### src/ipid_pkg.sv
// Shared types, constants and helper functions of the incremental PID regulator.
// Holds the microcode program, the control word layout and the Q16.16 arithmetic helpers.
// Depends on nothing; every other file of the block uses it by scoped names.
package ipid_pkg;

    localparam int DATA_W = 32;             // Q16.16 word
    localparam int FRAC_W = 16;
    localparam int PROD_W = 2 * DATA_W;     // exact product
    localparam int RND_W  = PROD_W - FRAC_W; // rounded product
    localparam int SUM_W  = RND_W + 2;      // three rounded products
    localparam int WIDE_W = 52;             // headroom for gain and accumulator sums

    localparam int NUM_CFG   = 3;
    localparam int CFG_IDX_W = 2;

    localparam logic [CFG_IDX_W-1:0] CFG_GAIN_K     = 2'd0;
    localparam logic [CFG_IDX_W-1:0] CFG_RATIO_DT   = 2'd1;
    localparam logic [CFG_IDX_W-1:0] CFG_RATIO_TI   = 2'd2;

    localparam logic signed [DATA_W-1:0] GAIN_K_RST   = 32'sd6554;
    localparam logic signed [DATA_W-1:0] RATIO_DT_RST = 32'sd262144;
    localparam logic signed [DATA_W-1:0] RATIO_TI_RST = 32'sd65536;

    // Program of the sequencer
    localparam int PROG_LEN = 8;
    localparam int STEP_W   = $clog2(PROG_LEN);

    // Step condition codes
    localparam logic [1:0] COND_NONE = 2'd0; // advance to next
    localparam logic [1:0] COND_IN   = 2'd1; // hold until a sample transaction
    localparam logic [1:0] COND_OUT  = 2'd2; // hold until the result register is free

    // Multiplier operand A
    localparam logic [1:0] A_K  = 2'd0;
    localparam logic [1:0] A_Q0 = 2'd1;
    localparam logic [1:0] A_Q1 = 2'd2;
    localparam logic [1:0] A_Q2 = 2'd3;

    // Multiplier operand B
    localparam logic [2:0] B_R  = 3'd0;
    localparam logic [2:0] B_S  = 3'd1;
    localparam logic [2:0] B_E  = 3'd2;
    localparam logic [2:0] B_E1 = 3'd3;
    localparam logic [2:0] B_E2 = 3'd4;

    // Increment sum operation
    localparam logic [1:0] SUM_HOLD = 2'd0;
    localparam logic [1:0] SUM_LOAD = 2'd1;
    localparam logic [1:0] SUM_ADD  = 2'd2;

    typedef struct packed {
        logic [1:0]        cond;
        logic [STEP_W-1:0] jump;
        logic              mul_en;
        logic [1:0]        sel_a;
        logic [2:0]        sel_b;
        logic              kr_ld;
        logic              q_ld;
        logic [1:0]        sum_op;
        logic              commit;
    } ctrl_t;

    // Control store: one word per step
    function automatic ctrl_t ucode(logic [STEP_W-1:0] step);
        ctrl_t w;
        w = '0;
        unique case (step)
            3'd0:
            begin   // idle: keep K*r in the product register
                w.cond = COND_IN; w.jump = 3'd1;
                w.mul_en = 1'b1; w.sel_a = A_K; w.sel_b = B_R;
            end
            3'd1:
            begin
                w.jump = 3'd2; w.kr_ld = 1'b1;
                w.mul_en = 1'b1; w.sel_a = A_K; w.sel_b = B_S;
            end
            3'd2:
            begin
                w.jump = 3'd3; w.q_ld = 1'b1;
            end
            3'd3:
            begin
                w.jump = 3'd4;
                w.mul_en = 1'b1; w.sel_a = A_Q0; w.sel_b = B_E;
            end
            3'd4:
            begin
                w.jump = 3'd5; w.sum_op = SUM_LOAD;
                w.mul_en = 1'b1; w.sel_a = A_Q1; w.sel_b = B_E1;
            end
            3'd5:
            begin
                w.jump = 3'd6; w.sum_op = SUM_ADD;
                w.mul_en = 1'b1; w.sel_a = A_Q2; w.sel_b = B_E2;
            end
            3'd6:
            begin
                w.jump = 3'd7; w.sum_op = SUM_ADD;
            end
            3'd7:
            begin
                w.cond = COND_OUT; w.jump = 3'd0; w.commit = 1'b1;
            end
            default:
            begin
                w.jump = 3'd0;
            end
        endcase
        return w;
    endfunction

    // Round a Q32.32 product to Q32.16, ties toward plus infinity
    function automatic logic signed [RND_W-1:0] rnd_q16(logic signed [PROD_W-1:0] p);
        logic signed [PROD_W-1:0] t;
        t = p + PROD_W'(64'sd32768);
        return t[PROD_W-1:FRAC_W];
    endfunction

    // Clip a wide value to the signed 32-bit range
    function automatic logic signed [DATA_W-1:0] sat32(logic signed [WIDE_W-1:0] x);
        logic signed [WIDE_W-1:0] hi;
        logic signed [WIDE_W-1:0] lo;
        hi = WIDE_W'(64'sd2147483647);
        lo = WIDE_W'(-64'sd2147483648);
        if (x > hi)
            return 32'sh7fffffff;
        else if (x < lo)
            return 32'sh80000000;
        else
            return x[DATA_W-1:0];
    endfunction

endpackage

### src/ipid_in_if.sv
// Sample channel of the incremental PID regulator: valid/ready plus the sample payload.
// Depends on ipid_pkg for the data width.
interface ipid_in_if;
    logic                                    valid;
    logic                                    ready;
    logic signed [ipid_pkg::DATA_W-1:0]      setpoint;
    logic signed [ipid_pkg::DATA_W-1:0]      measurement;
    logic                                    restart;

    modport source (output valid, output setpoint, output measurement, output restart,
                    input ready);
    modport sink   (input valid, input setpoint, input measurement, input restart,
                    output ready);
endinterface

### src/ipid_out_if.sv
// Result channel of the incremental PID regulator: valid/ready plus drive and clip flag.
// Depends on ipid_pkg for the data width.
interface ipid_out_if;
    logic                                    valid;
    logic                                    ready;
    logic signed [ipid_pkg::DATA_W-1:0]      drive;
    logic                                    saturated;

    modport source (output valid, output drive, output saturated, input ready);
    modport sink   (input valid, input drive, input saturated, output ready);
endinterface

### src/incremental_pid_regulator.sv
// Top level of the incremental (velocity form) PID regulator, signed Q16.16.
// Depends on ipid_pkg, ipid_in_if and ipid_out_if.
//
// Each sample transaction brings setpoint and measurement; the block returns one result
// transaction with drive = clip(acc + q0*e + q1*e1 + q2*e2) and a flag that is set when the
// clip was active. Gains are q0 = K(1+r), q1 = -K(1+2r-s), q2 = K*r, where r = Td/T0 and
// s = T0/T come from the configuration registers, so no division runs per sample. A sample
// with restart set clears the error history and accumulator before it is processed.
// Each sample runs through an eight-step program (one idle step that accepts the sample,
// seven working steps), and no new sample is taken before the program is back in its idle
// step. A small microcoded sequencer steps a single shared 32x32 multiplier through five
// products (two for the gains, three for the increment), each registered before the next
// use. The next sample is taken as soon as the sequencer is back in its idle step, even
// while the last result still waits on the output; the sequencer holds in its final step
// only if the previous result has not been taken yet. Configuration writes belong in idle
// periods.
module incremental_pid_regulator (
    input  logic                                clk,
    input  logic                                rst_n,
    ipid_in_if.sink                             samples,
    ipid_out_if.source                          results,
    input  logic                                cfg_we,
    input  logic [ipid_pkg::CFG_IDX_W-1:0]      cfg_index,
    input  logic [ipid_pkg::DATA_W-1:0]         cfg_wdata
);

    localparam int DW = ipid_pkg::DATA_W;
    localparam int PW = ipid_pkg::PROD_W;
    localparam int RW = ipid_pkg::RND_W;
    localparam int SW = ipid_pkg::SUM_W;
    localparam int WW = ipid_pkg::WIDE_W;
    localparam int TW = ipid_pkg::STEP_W;

    // Configuration registers
    logic signed [DW-1:0] gain_k_reg;
    logic signed [DW-1:0] ratio_dt_reg;
    logic signed [DW-1:0] ratio_ti_reg;

    // Sequencer
    logic [TW-1:0]   step_reg;
    logic [TW-1:0]   step_next;
    ipid_pkg::ctrl_t ctrl;

    // Datapath registers
    logic signed [PW-1:0] prod_reg;
    logic signed [PW-1:0] prod_next;
    logic signed [RW-1:0] kr_reg;
    logic signed [DW-1:0] q0_reg;
    logic signed [DW-1:0] q1_reg;
    logic signed [DW-1:0] q2_reg;
    logic signed [SW-1:0] sum_reg;
    logic signed [SW-1:0] sum_next;
    logic signed [DW-1:0] e_reg;
    logic signed [DW-1:0] e1_reg;
    logic signed [DW-1:0] e2_reg;
    logic signed [DW-1:0] acc_reg;

    // Result register
    logic                 out_valid_reg;
    logic signed [DW-1:0] drive_reg;
    logic                 sat_reg;

    logic                 in_fire;
    logic                 out_free;
    logic                 do_commit;
    logic signed [DW-1:0] mul_a;
    logic signed [DW-1:0] mul_b;
    logic signed [RW-1:0] prod_rnd;
    logic signed [WW-1:0] err_wide;
    logic signed [WW-1:0] q0_wide;
    logic signed [WW-1:0] q1_wide;
    logic signed [WW-1:0] acc_wide;
    logic signed [DW-1:0] acc_clip;
    logic                 acc_hit;

    assign ctrl = ipid_pkg::ucode(step_reg);

    // Ready only in the idle step
    assign samples.ready = (ctrl.cond == ipid_pkg::COND_IN);
    assign in_fire       = samples.valid && samples.ready;
    assign out_free      = !out_valid_reg || results.ready;
    assign do_commit     = ctrl.commit && out_free;

    assign results.valid     = out_valid_reg;
    assign results.drive     = drive_reg;
    assign results.saturated = sat_reg;

    // Step counter with conditional holds
    always_comb
    begin
        step_next = ctrl.jump;
        unique case (ctrl.cond)
            ipid_pkg::COND_IN:
            begin
                if (!in_fire)
                    step_next = step_reg;
            end
            ipid_pkg::COND_OUT:
            begin
                if (!out_free)
                    step_next = step_reg;
            end
            default:
            begin
                step_next = ctrl.jump;
            end
        endcase
    end

    // Operand selection for the shared multiplier
    always_comb
    begin
        unique case (ctrl.sel_a)
            ipid_pkg::A_Q0: mul_a = q0_reg;
            ipid_pkg::A_Q1: mul_a = q1_reg;
            ipid_pkg::A_Q2: mul_a = q2_reg;
            default:        mul_a = gain_k_reg;
        endcase
        unique case (ctrl.sel_b)
            ipid_pkg::B_S:  mul_b = ratio_ti_reg;
            ipid_pkg::B_E:  mul_b = e_reg;
            ipid_pkg::B_E1: mul_b = e1_reg;
            ipid_pkg::B_E2: mul_b = e2_reg;
            default:        mul_b = ratio_dt_reg;
        endcase
    end

    assign prod_next = PW'(mul_a) * PW'(mul_b);
    assign prod_rnd  = ipid_pkg::rnd_q16(prod_reg);

    // Gains: q0 = K + kr, q1 = -(K + 2kr - ks), with ks the product now in prod_reg
    assign q0_wide = WW'(gain_k_reg) + WW'(kr_reg);
    assign q1_wide = WW'(0) - (WW'(gain_k_reg) + (WW'(kr_reg) <<< 1) - WW'(prod_rnd));

    // Increment accumulation
    always_comb
    begin
        case (ctrl.sum_op)
            ipid_pkg::SUM_LOAD: sum_next = SW'(prod_rnd);
            ipid_pkg::SUM_ADD:  sum_next = sum_reg + SW'(prod_rnd);
            default:            sum_next = sum_reg;
        endcase
    end

    // Error with clipping
    assign err_wide = WW'(samples.setpoint) - WW'(samples.measurement);

    // Accumulator update and clip detection
    assign acc_wide = WW'(acc_reg) + WW'(sum_reg);
    assign acc_clip = ipid_pkg::sat32(acc_wide);
    assign acc_hit  = (acc_wide != WW'(acc_clip));

    // Control state
    always_ff @(posedge clk or negedge rst_n)
    begin
        if (!rst_n)
        begin
            step_reg      <= '0;
            out_valid_reg <= 1'b0;
            gain_k_reg    <= ipid_pkg::GAIN_K_RST;
            ratio_dt_reg  <= ipid_pkg::RATIO_DT_RST;
            ratio_ti_reg  <= ipid_pkg::RATIO_TI_RST;
            e1_reg        <= '0;
            e2_reg        <= '0;
            acc_reg       <= '0;
        end
        else
        begin
            step_reg <= step_next;

            if (do_commit)
                out_valid_reg <= 1'b1;
            else if (results.ready)
                out_valid_reg <= 1'b0;

            // Drop writes beyond the register list
            if (cfg_we)
            begin
                case (cfg_index)
                    ipid_pkg::CFG_GAIN_K:   gain_k_reg   <= cfg_wdata;
                    ipid_pkg::CFG_RATIO_DT: ratio_dt_reg <= cfg_wdata;
                    ipid_pkg::CFG_RATIO_TI: ratio_ti_reg <= cfg_wdata;
                    default:
                    begin
                    end
                endcase
            end

            // History and accumulator: clear on restart, advance on commit
            if (in_fire && samples.restart)
            begin
                e1_reg  <= '0;
                e2_reg  <= '0;
                acc_reg <= '0;
            end
            else if (do_commit)
            begin
                e2_reg  <= e1_reg;
                e1_reg  <= e_reg;
                acc_reg <= acc_clip;
            end
        end
    end

    // Payload registers
    always_ff @(posedge clk)
    begin
        if (ctrl.mul_en)
            prod_reg <= prod_next;
        if (ctrl.kr_ld)
            kr_reg <= prod_rnd;
        if (ctrl.q_ld)
        begin
            q0_reg <= ipid_pkg::sat32(q0_wide);
            q1_reg <= ipid_pkg::sat32(q1_wide);
            q2_reg <= ipid_pkg::sat32(WW'(kr_reg));
        end
        sum_reg <= sum_next;
        if (in_fire)
            e_reg <= ipid_pkg::sat32(err_wide);
        if (do_commit)
        begin
            drive_reg <= acc_clip;
            sat_reg   <= acc_hit;
        end
    end

endmodule
### src/flat_wrapper.sv
// flat-port wrapper written by rule: the top's interface ports become plain ports
module incremental_pid_regulator_flat 
  (clk, rst_n, cfg_we, cfg_index, cfg_wdata, samples_valid, samples_setpoint, samples_measurement, samples_restart, samples_ready, results_valid, results_drive, results_saturated, results_ready);
  ipid_in_if samples_i ();
  ipid_out_if results_i ();
  input  logic clk;
  input  logic rst_n;
  input  logic cfg_we;
  input  logic [ipid_pkg::CFG_IDX_W-1:0] cfg_index;
  input  logic [ipid_pkg::DATA_W-1:0] cfg_wdata;
  input wire logic [$bits(samples_i.valid)-1:0] samples_valid;
  input wire logic [$bits(samples_i.setpoint)-1:0] samples_setpoint;
  input wire logic [$bits(samples_i.measurement)-1:0] samples_measurement;
  input wire logic [$bits(samples_i.restart)-1:0] samples_restart;
  output wire logic [$bits(samples_i.ready)-1:0] samples_ready;
  output wire logic [$bits(results_i.valid)-1:0] results_valid;
  output wire logic [$bits(results_i.drive)-1:0] results_drive;
  output wire logic [$bits(results_i.saturated)-1:0] results_saturated;
  input wire logic [$bits(results_i.ready)-1:0] results_ready;
  assign samples_i.valid = samples_valid;
  assign samples_i.setpoint = samples_setpoint;
  assign samples_i.measurement = samples_measurement;
  assign samples_i.restart = samples_restart;
  assign samples_ready = samples_i.ready;
  assign results_valid = results_i.valid;
  assign results_drive = results_i.drive;
  assign results_saturated = results_i.saturated;
  assign results_i.ready = results_ready;
  incremental_pid_regulator u_core (.clk(clk), .rst_n(rst_n), .samples(samples_i), .results(results_i), .cfg_we(cfg_we), .cfg_index(cfg_index), .cfg_wdata(cfg_wdata));
endmodule
### config.mk
export PLATFORM = sky130hd
export DESIGN_NAME = incremental_pid_regulator_flat
export DESIGN_NICKNAME = d
export VERILOG_FILES = /design/src/ipid_pkg.sv /design/src/ipid_in_if.sv /design/src/ipid_out_if.sv /design/src/incremental_pid_regulator.sv /design/src/flat_wrapper.sv
export SDC_FILE = /design/constraint.sdc
export NUM_CORES = 2
export LEC_CHECK = 0
export ABC_AREA = 1
export BUFFER_PORTS_ARGS = -buffer_cell sky130_fd_sc_hd__buf_2
export CORE_ASPECT_RATIO = 1.2
export CORE_MARGIN = 1.5
export CORE_UTILIZATION = 25
export DETAILED_ROUTE_END_ITERATION = 8
export SYNTH_ARGS = -nofsm -noshare
export SYNTH_HDL_FRONTEND = slang
export SYNTH_SLANG_ARGS = --single-unit
### constraint.sdc
create_clock -name clk -period 18.5 [get_ports clk]
set_clock_uncertainty 0.2 [all_clocks]
set_input_delay 3.7 -clock clk [delete_from_list [all_inputs] [get_ports clk]]
set_output_delay 3.7 -clock clk [all_outputs]
set_load 0.01 [all_outputs]
* After elaboration in Yosys (flattened, before gate mapping) *
Cells that the tools add are included.

operators by class
  reduce and logical (&&, ||, !) cells = 15
  $add $sub $neg = 8
  mux-type cells = 27
  $mul = 1
  magnitude comparators = 10
  equal/unequal tests = 23

operator list
  kind                                                   count
  2-to-1 mux 32 bit                                      12
  > comparator 52 x 32 -> 1 bit (second input constant)  3
  < comparator 52 x 32 -> 1 bit (second input constant)  3
  case mux 32 bit (4 select lines)                       1
  case mux 50 bit (2 select lines)                       1
  case mux 32 bit (3 select lines)                       1
  adder 64 x 17 -> 64 bit (second input constant)        1
  multiplier 32 x 32 -> 64 bit                           1
  subtractor 1 x 52 -> 52 bit (first input constant)     1
  adder 32 x 50 -> 51 bit                                1
  > comparator 51 x 32 -> 1 bit (second input constant)  1
  < comparator 51 x 32 -> 1 bit (second input constant)  1
  inequality test 51 x 32 -> 1 bit                       1
  subtractor 50 x 48 -> 51 bit                           1
  adder 32 x 49 -> 50 bit                                1
  adder 50 x 48 -> 50 bit                                1
  adder 32 x 48 -> 49 bit                                1
  > comparator 48 x 32 -> 1 bit (second input constant)  1
  < comparator 48 x 32 -> 1 bit (second input constant)  1
  subtractor 32 x 32 -> 33 bit                           1
  case mux 6 bit (5 select lines)                        1
  case mux 3 bit (8 select lines)                        1
  equality test 3 bit (second input constant)            5
  equality test 3 x 2 -> 1 bit (second input constant)   4
  17 further kinds                                       38

word-level totals
  output and inout bits = 35
  register bits = 519
  input bits = 104

* Logic depth before layout (Yosys ltp) *
  depth after elaboration = 6
  mapped depth = 44

* Worst setup path after synthesis *
Ideal clock, no wire load.

  path type = reg2reg
  from = register u_core.step_reg[2]
  to = register u_core.prod_reg[63], data pin
  setup time = 0.260 ns
  arrival time = 9.458 ns
  data required time = 18.040 ns
  clock period less this slack = 9.919 ns
  cell stages (with the launch flop) = 32
  setup slack = 8.581 ns
  cell sequence = dfrtp_1 > clkbuf_2 > nor3_2 > clkbuf_1 > buf_1 > nand2_1 > o21ai_0 > o22ai_1 > nor2_1 > fa_1 > inv_1 > fa_1 > inv_1 > fa_1 > fa_1 > inv_1 > fa_1 > inv_1 > fa_1 > inv_1 > fa_1 > fa_1 > inv_1 > ha_1 > a21oi_1 > o21a_1 > inv_1 > a21oi_1 > inv_1 > a221oi_1 > nand2_1 > xor2_1

on the way
  word-level cells in the longest chain between the ends = 5
  elaborated cells on any way between the ends = 16

ends and longest elaborated chain
  item                                                                                  line                                                                RTL
  from (decl)                                                                           incremental_pid_regulator.sv:40                                     logic [TW-1:0] step_reg;
  from (signal assigned)                                                                incremental_pid_regulator.sv:169                                    step_reg <= step_next;
  equality test 3 bit, or another cell as far along                                     ipid_pkg.sv:67                                                      unique case (step)
  case mux 6 bit (5 select lines) (*)                                                   ipid_pkg.sv:67
  equality test 3 bit, or another cell as far along                                     incremental_pid_regulator.sv:119                                    unique case (ctrl.sel_b)
  case mux 32 bit (4 select lines) or case mux 32 bit (3 select lines) (tied branches)  incremental_pid_regulator.sv:119, incremental_pid_regulator.sv:113
  multiplier 32 x 32 -> 64 bit (*)                                                      incremental_pid_regulator.sv:128                                    assign prod_next = PW'(mul_a) * PW'(mul_b);
  via u_core.prod_next[63]                                                              incremental_pid_regulator.sv:46                                     logic signed [PW-1:0] prod_next;
  to (signal assigned)                                                                  incremental_pid_regulator.sv:209                                    prod_reg <= prod_next;
  to (decl)                                                                             incremental_pid_regulator.sv:45                                     logic signed [PW-1:0] prod_reg;

Mark *: on every way through the listed nets, which the timed path passes. The rest lies on a longest branch.
A chain may end at the register's enable or synchronous reset.

* Worst setup path in the final report *
  from = register u_core.step_reg[0]
  to = register u_core.prod_reg[63], data pin

The elaborated chain is that of the path after synthesis.

==> flow_metrics.tcl <==
set metrics [dict create \
    detailroute.via_count 66900 \
    cp-startpoint "u_core.step_reg[0]" \
    ff_latch_area_um2 14200 \
    fillCellCount 33300 \
    post_drt_wl_per_cell_um 19.5 \
    totalWireLength_um 276000 \
    cts-root-buf "sky130_fd_sc_hd__clkbuf_16" \
    setup_tns_ns 0 \
    rsz_0062_raised_after_global_routing "false" \
    crit_path_start_kind "flop" \
    min_period_ns 11.62 \
    hold_buffers 0 \
    vias_per_cell 4.72 \
    numCtsBuffers 55 \
    post_synth_instance_area_um2 76800 \
    tightestPinTransition_ns 1.33 \
    critical_path.max_fanout 36 \
    worst_setup_hold_path_clk_slew_ns 0.07 \
    antenna_violations_before_repair 9 \
    critical_path_top_delay_cell "sky130_fd_sc_hd__clkinv_1" \
    fp.coreArea_um2 305000 \
    largest_reg_flops 50 \
    fin_crit_share 0.628 \
    io_pins 139 \
    top_library_cells_by_usage_in_the_layout_fill_and_taps_aside "sky130_fd_sc_hd__nand2_1, sky130_fd_sc_hd__inv_1, sky130_fd_sc_hd__nor2_1" \
    synth-edff-count 308 \
    drt_antenna_net_count 0 \
    synthToLayoutAreaGrowth_pct 10.3 \
    design.die.area_um2 310000 \
    rr_endpoint "u_core.prod_reg[63]" \
    yosys_warnings 0 \
    ys.flop_type "sky130_fd_sc_hd__edfxtp_1" \
    tritoncts "yes" \
    cts-root-to-sink-buffers 3 \
    insertion_delay_ns 0.69 \
    synthesis.nets 11700 \
    die_h_um 610 \
    worstSetupEndpoint "u_core.prod_reg[63]" \
    crit-reg2reg-launch "u_core.step_reg[0]" \
    r2r_setup_slack_ns 6.88 \
    worst-endpoint-arrival_ns 11.85 \
    run_status "completed" \
    critical_path.max_stage_delay_ns 0.94 \
    setup_viol 0 \
    initial_core_util 0.252 \
    floorplan.die.width_um 509 \
    multi_input_gate_area_in_the_final_layout_um2 53700 \
    worst-r2r-cell-count 32 \
    final_layout_size_suffix_gt1_frac 0.0509 \
    clock.fmax_mhz 86.0 \
    count_of_clock_tree_sinks 504 \
    max_slew_margin 0.111 \
    async_reset_ff_frac 0.389 \
    gp_routability_congestion 1.03 \
    dr.first_iter.drc_count 5546 \
    synth_cells 10000 \
    drtPass1Iterations 6 \
    slew_viols_final 0 \
    worst_hold_path_type "reg2reg" \
    post_cts_sizing 0 \
    worstPathRequired_ns 18.72 \
    postSynthAreaPerCell_um2 7.64 \
    grt_pass1_wl_um 417000 \
    end_kind "flop" \
    final_hold_viol_count 0 \
    postCtsSetupBuffers 0 \
    max_cap_viols 0 \
    largest_net_degree_at_the_start_of_global_routing 80 \
    most_common_cell_after_layout_fill_and_taps_aside "sky130_fd_sc_hd__nand2_1" \
    grt_pass1_vias 68200 \
    critical_path_class "reg2reg" \
    core.rowCount 222 \
    clock_tree.htree_level_count 2 \
    remaining_drc_errors 0 \
    num-nets-final 11700 \
    ys_seq_elements 504 \
    globalRouteOverflowTotal 0 \
    port-buffer-count 138 \
    grtUsageTotal 0.176 \
    detailedPlacementHpwl_um 225000 \
    seq_area_frac_synth 0.184 \
    synth.distinct_cells 61 \
]
[cells by family (layout without fill, tap and decap cells)]
family | Yosys count | after routing | share of synthesized area
simple gates | 4150 | 4150 | 0.218
buf+inv | 2428 | 2520 | 0.120
fa+ha+maj | 1547 | 1547 | 0.363
compound gates | 1156 | 1156 | 0.0850
flops | 504 | 504 | 0.184
xor+xnor | 258 | 258 | 0.0295
other cells | 0 | 3 | 0
[synthesized netlist by cell type, types with 5 or more instances]
library cell	n	area, um2
sky130_fd_sc_hd__nand3b_1	9	67.6
sky130_fd_sc_hd__o22ai_1	106	663
sky130_fd_sc_hd__nand3_1	274	1370
sky130_fd_sc_hd__nor2_1	1144	4290
sky130_fd_sc_hd__o21a_1	39	293
sky130_fd_sc_hd__buf_1	12	45.0
sky130_fd_sc_hd__o21bai_1	14	105
sky130_fd_sc_hd__xor2_1	169	1480
sky130_fd_sc_hd__xnor2_1	88	771
sky130_fd_sc_hd__nor4_1	34	213
sky130_fd_sc_hd__and2_1	6	37.5
sky130_fd_sc_hd__or2_2	19	119
sky130_fd_sc_hd__o21ai_0	385	1930
sky130_fd_sc_hd__buf_2	11	55.1
sky130_fd_sc_hd__o21ai_1	20	100
sky130_fd_sc_hd__buf_4	7	52.6
sky130_fd_sc_hd__a221oi_1	5	43.8
sky130_fd_sc_hd__fa_1	1134	22700
sky130_fd_sc_hd__dfstp_2	9	236
sky130_fd_sc_hd__and3_1	8	50.1
sky130_fd_sc_hd__a21boi_0	16	120
sky130_fd_sc_hd__a21o_1	15	113
sky130_fd_sc_hd__ha_1	413	5170
sky130_fd_sc_hd__inv_1	2129	7990
sky130_fd_sc_hd__a22o_1	17	149
sky130_fd_sc_hd__nor3_1	60	300
sky130_fd_sc_hd__o2111ai_1	5	43.8
sky130_fd_sc_hd__a31oi_1	52	325
sky130_fd_sc_hd__o221ai_1	30	263
sky130_fd_sc_hd__dfrtp_1	187	4680
sky130_fd_sc_hd__inv_2	7	26.3
sky130_fd_sc_hd__nand2_1	2403	9020
sky130_fd_sc_hd__nor2_2	26	163
sky130_fd_sc_hd__a211oi_1	9	67.6
sky130_fd_sc_hd__a21oi_1	414	2070
sky130_fd_sc_hd__clkbuf_1	236	886
sky130_fd_sc_hd__edfxtp_1	308	9250
sky130_fd_sc_hd__nand2_2	27	169
sky130_fd_sc_hd__buf_6	6	67.6
sky130_fd_sc_hd__o211ai_1	7	52.6
sky130_fd_sc_hd__nand3_2	7	70.1
sky130_fd_sc_hd__nand4_1	121	757
sky130_fd_sc_hd__o31ai_1	6	45.0
sky130_fd_sc_hd__clkinv_1	18	67.6
[critical path, delay by kind of cell (launching register included)]
| family | cells | cell delay (ns) |
|---|---|---|
| AND/OR/NAND/NOR | 6 | 1.22 |
| adder cells (fa/ha/maj) | 9 | 4.92 |
| XOR/XNOR | 1 | 0.15 |
| buffers and inverters | 11 | 2.98 |
| flip-flops | 1 | 0.35 |
| AO/OA/AOI/OAI | 5 | 1.50 |
[how the worst min path moves through the flow]
stage	startpoint	endpoint	cells past startpoint	slack, ns
after floorplan	u_core.ratio_ti_reg[14]	u_core.ratio_ti_reg[14]	2	0.25
after global placement	u_core.ratio_ti_reg[20]	u_core.ratio_ti_reg[20]	2	0.27
after detailed placement	u_core.acc_reg[5]	u_core.acc_reg[5]	2	0.27
after CTS	u_core.ratio_ti_reg[19]	u_core.ratio_ti_reg[19]	2	0.29
after global routing	u_core.ratio_ti_reg[9]	u_core.ratio_ti_reg[9]	2	0.30
final	u_core.ratio_ti_reg[17]	u_core.ratio_ti_reg[17]	2	0.29
[routing by layer]
metal / GRT usage / wire [um] / vias up
li1: - / - / 30900
met1: 0.212 / 107000 / 32800
met2: 0.302 / 132000 / 2467
met3: 0.0271 / 19300 / 627
met4: 0.0956 / 18100 / 2
met5: 0 / 7 / -
[final cells by class]
cell class	count	share of cell area
clock inverter	40	0.00656
timing repair buffer	263	0.0193
inverter	2154	0.0955
antenna	3	0.0000887
multi-input combinational	7111	0.635
clock buffer	63	0.0168
tap	4032	0.0596
sequential	504	0.167
[stage by stage]
step	hold WS [ns]	std cells	utilization	cell area (um2)	setup WS, ns
floorplan	0.253	10000	-	76800	8.58
global placement	0.267	14100	0.271	82700	6.88
detailed placement	0.272	14100	0.271	82700	6.81
CTS	0.290	14200	0.277	84700	6.83
global route	0.304	14200	0.277	84700	6.14
finish	0.287	14200	0.277	84700	6.88
Power is left out: the tool's default activity adds up to more than one toggle a clock period on the data nets, which glitch-free logic cannot reach.
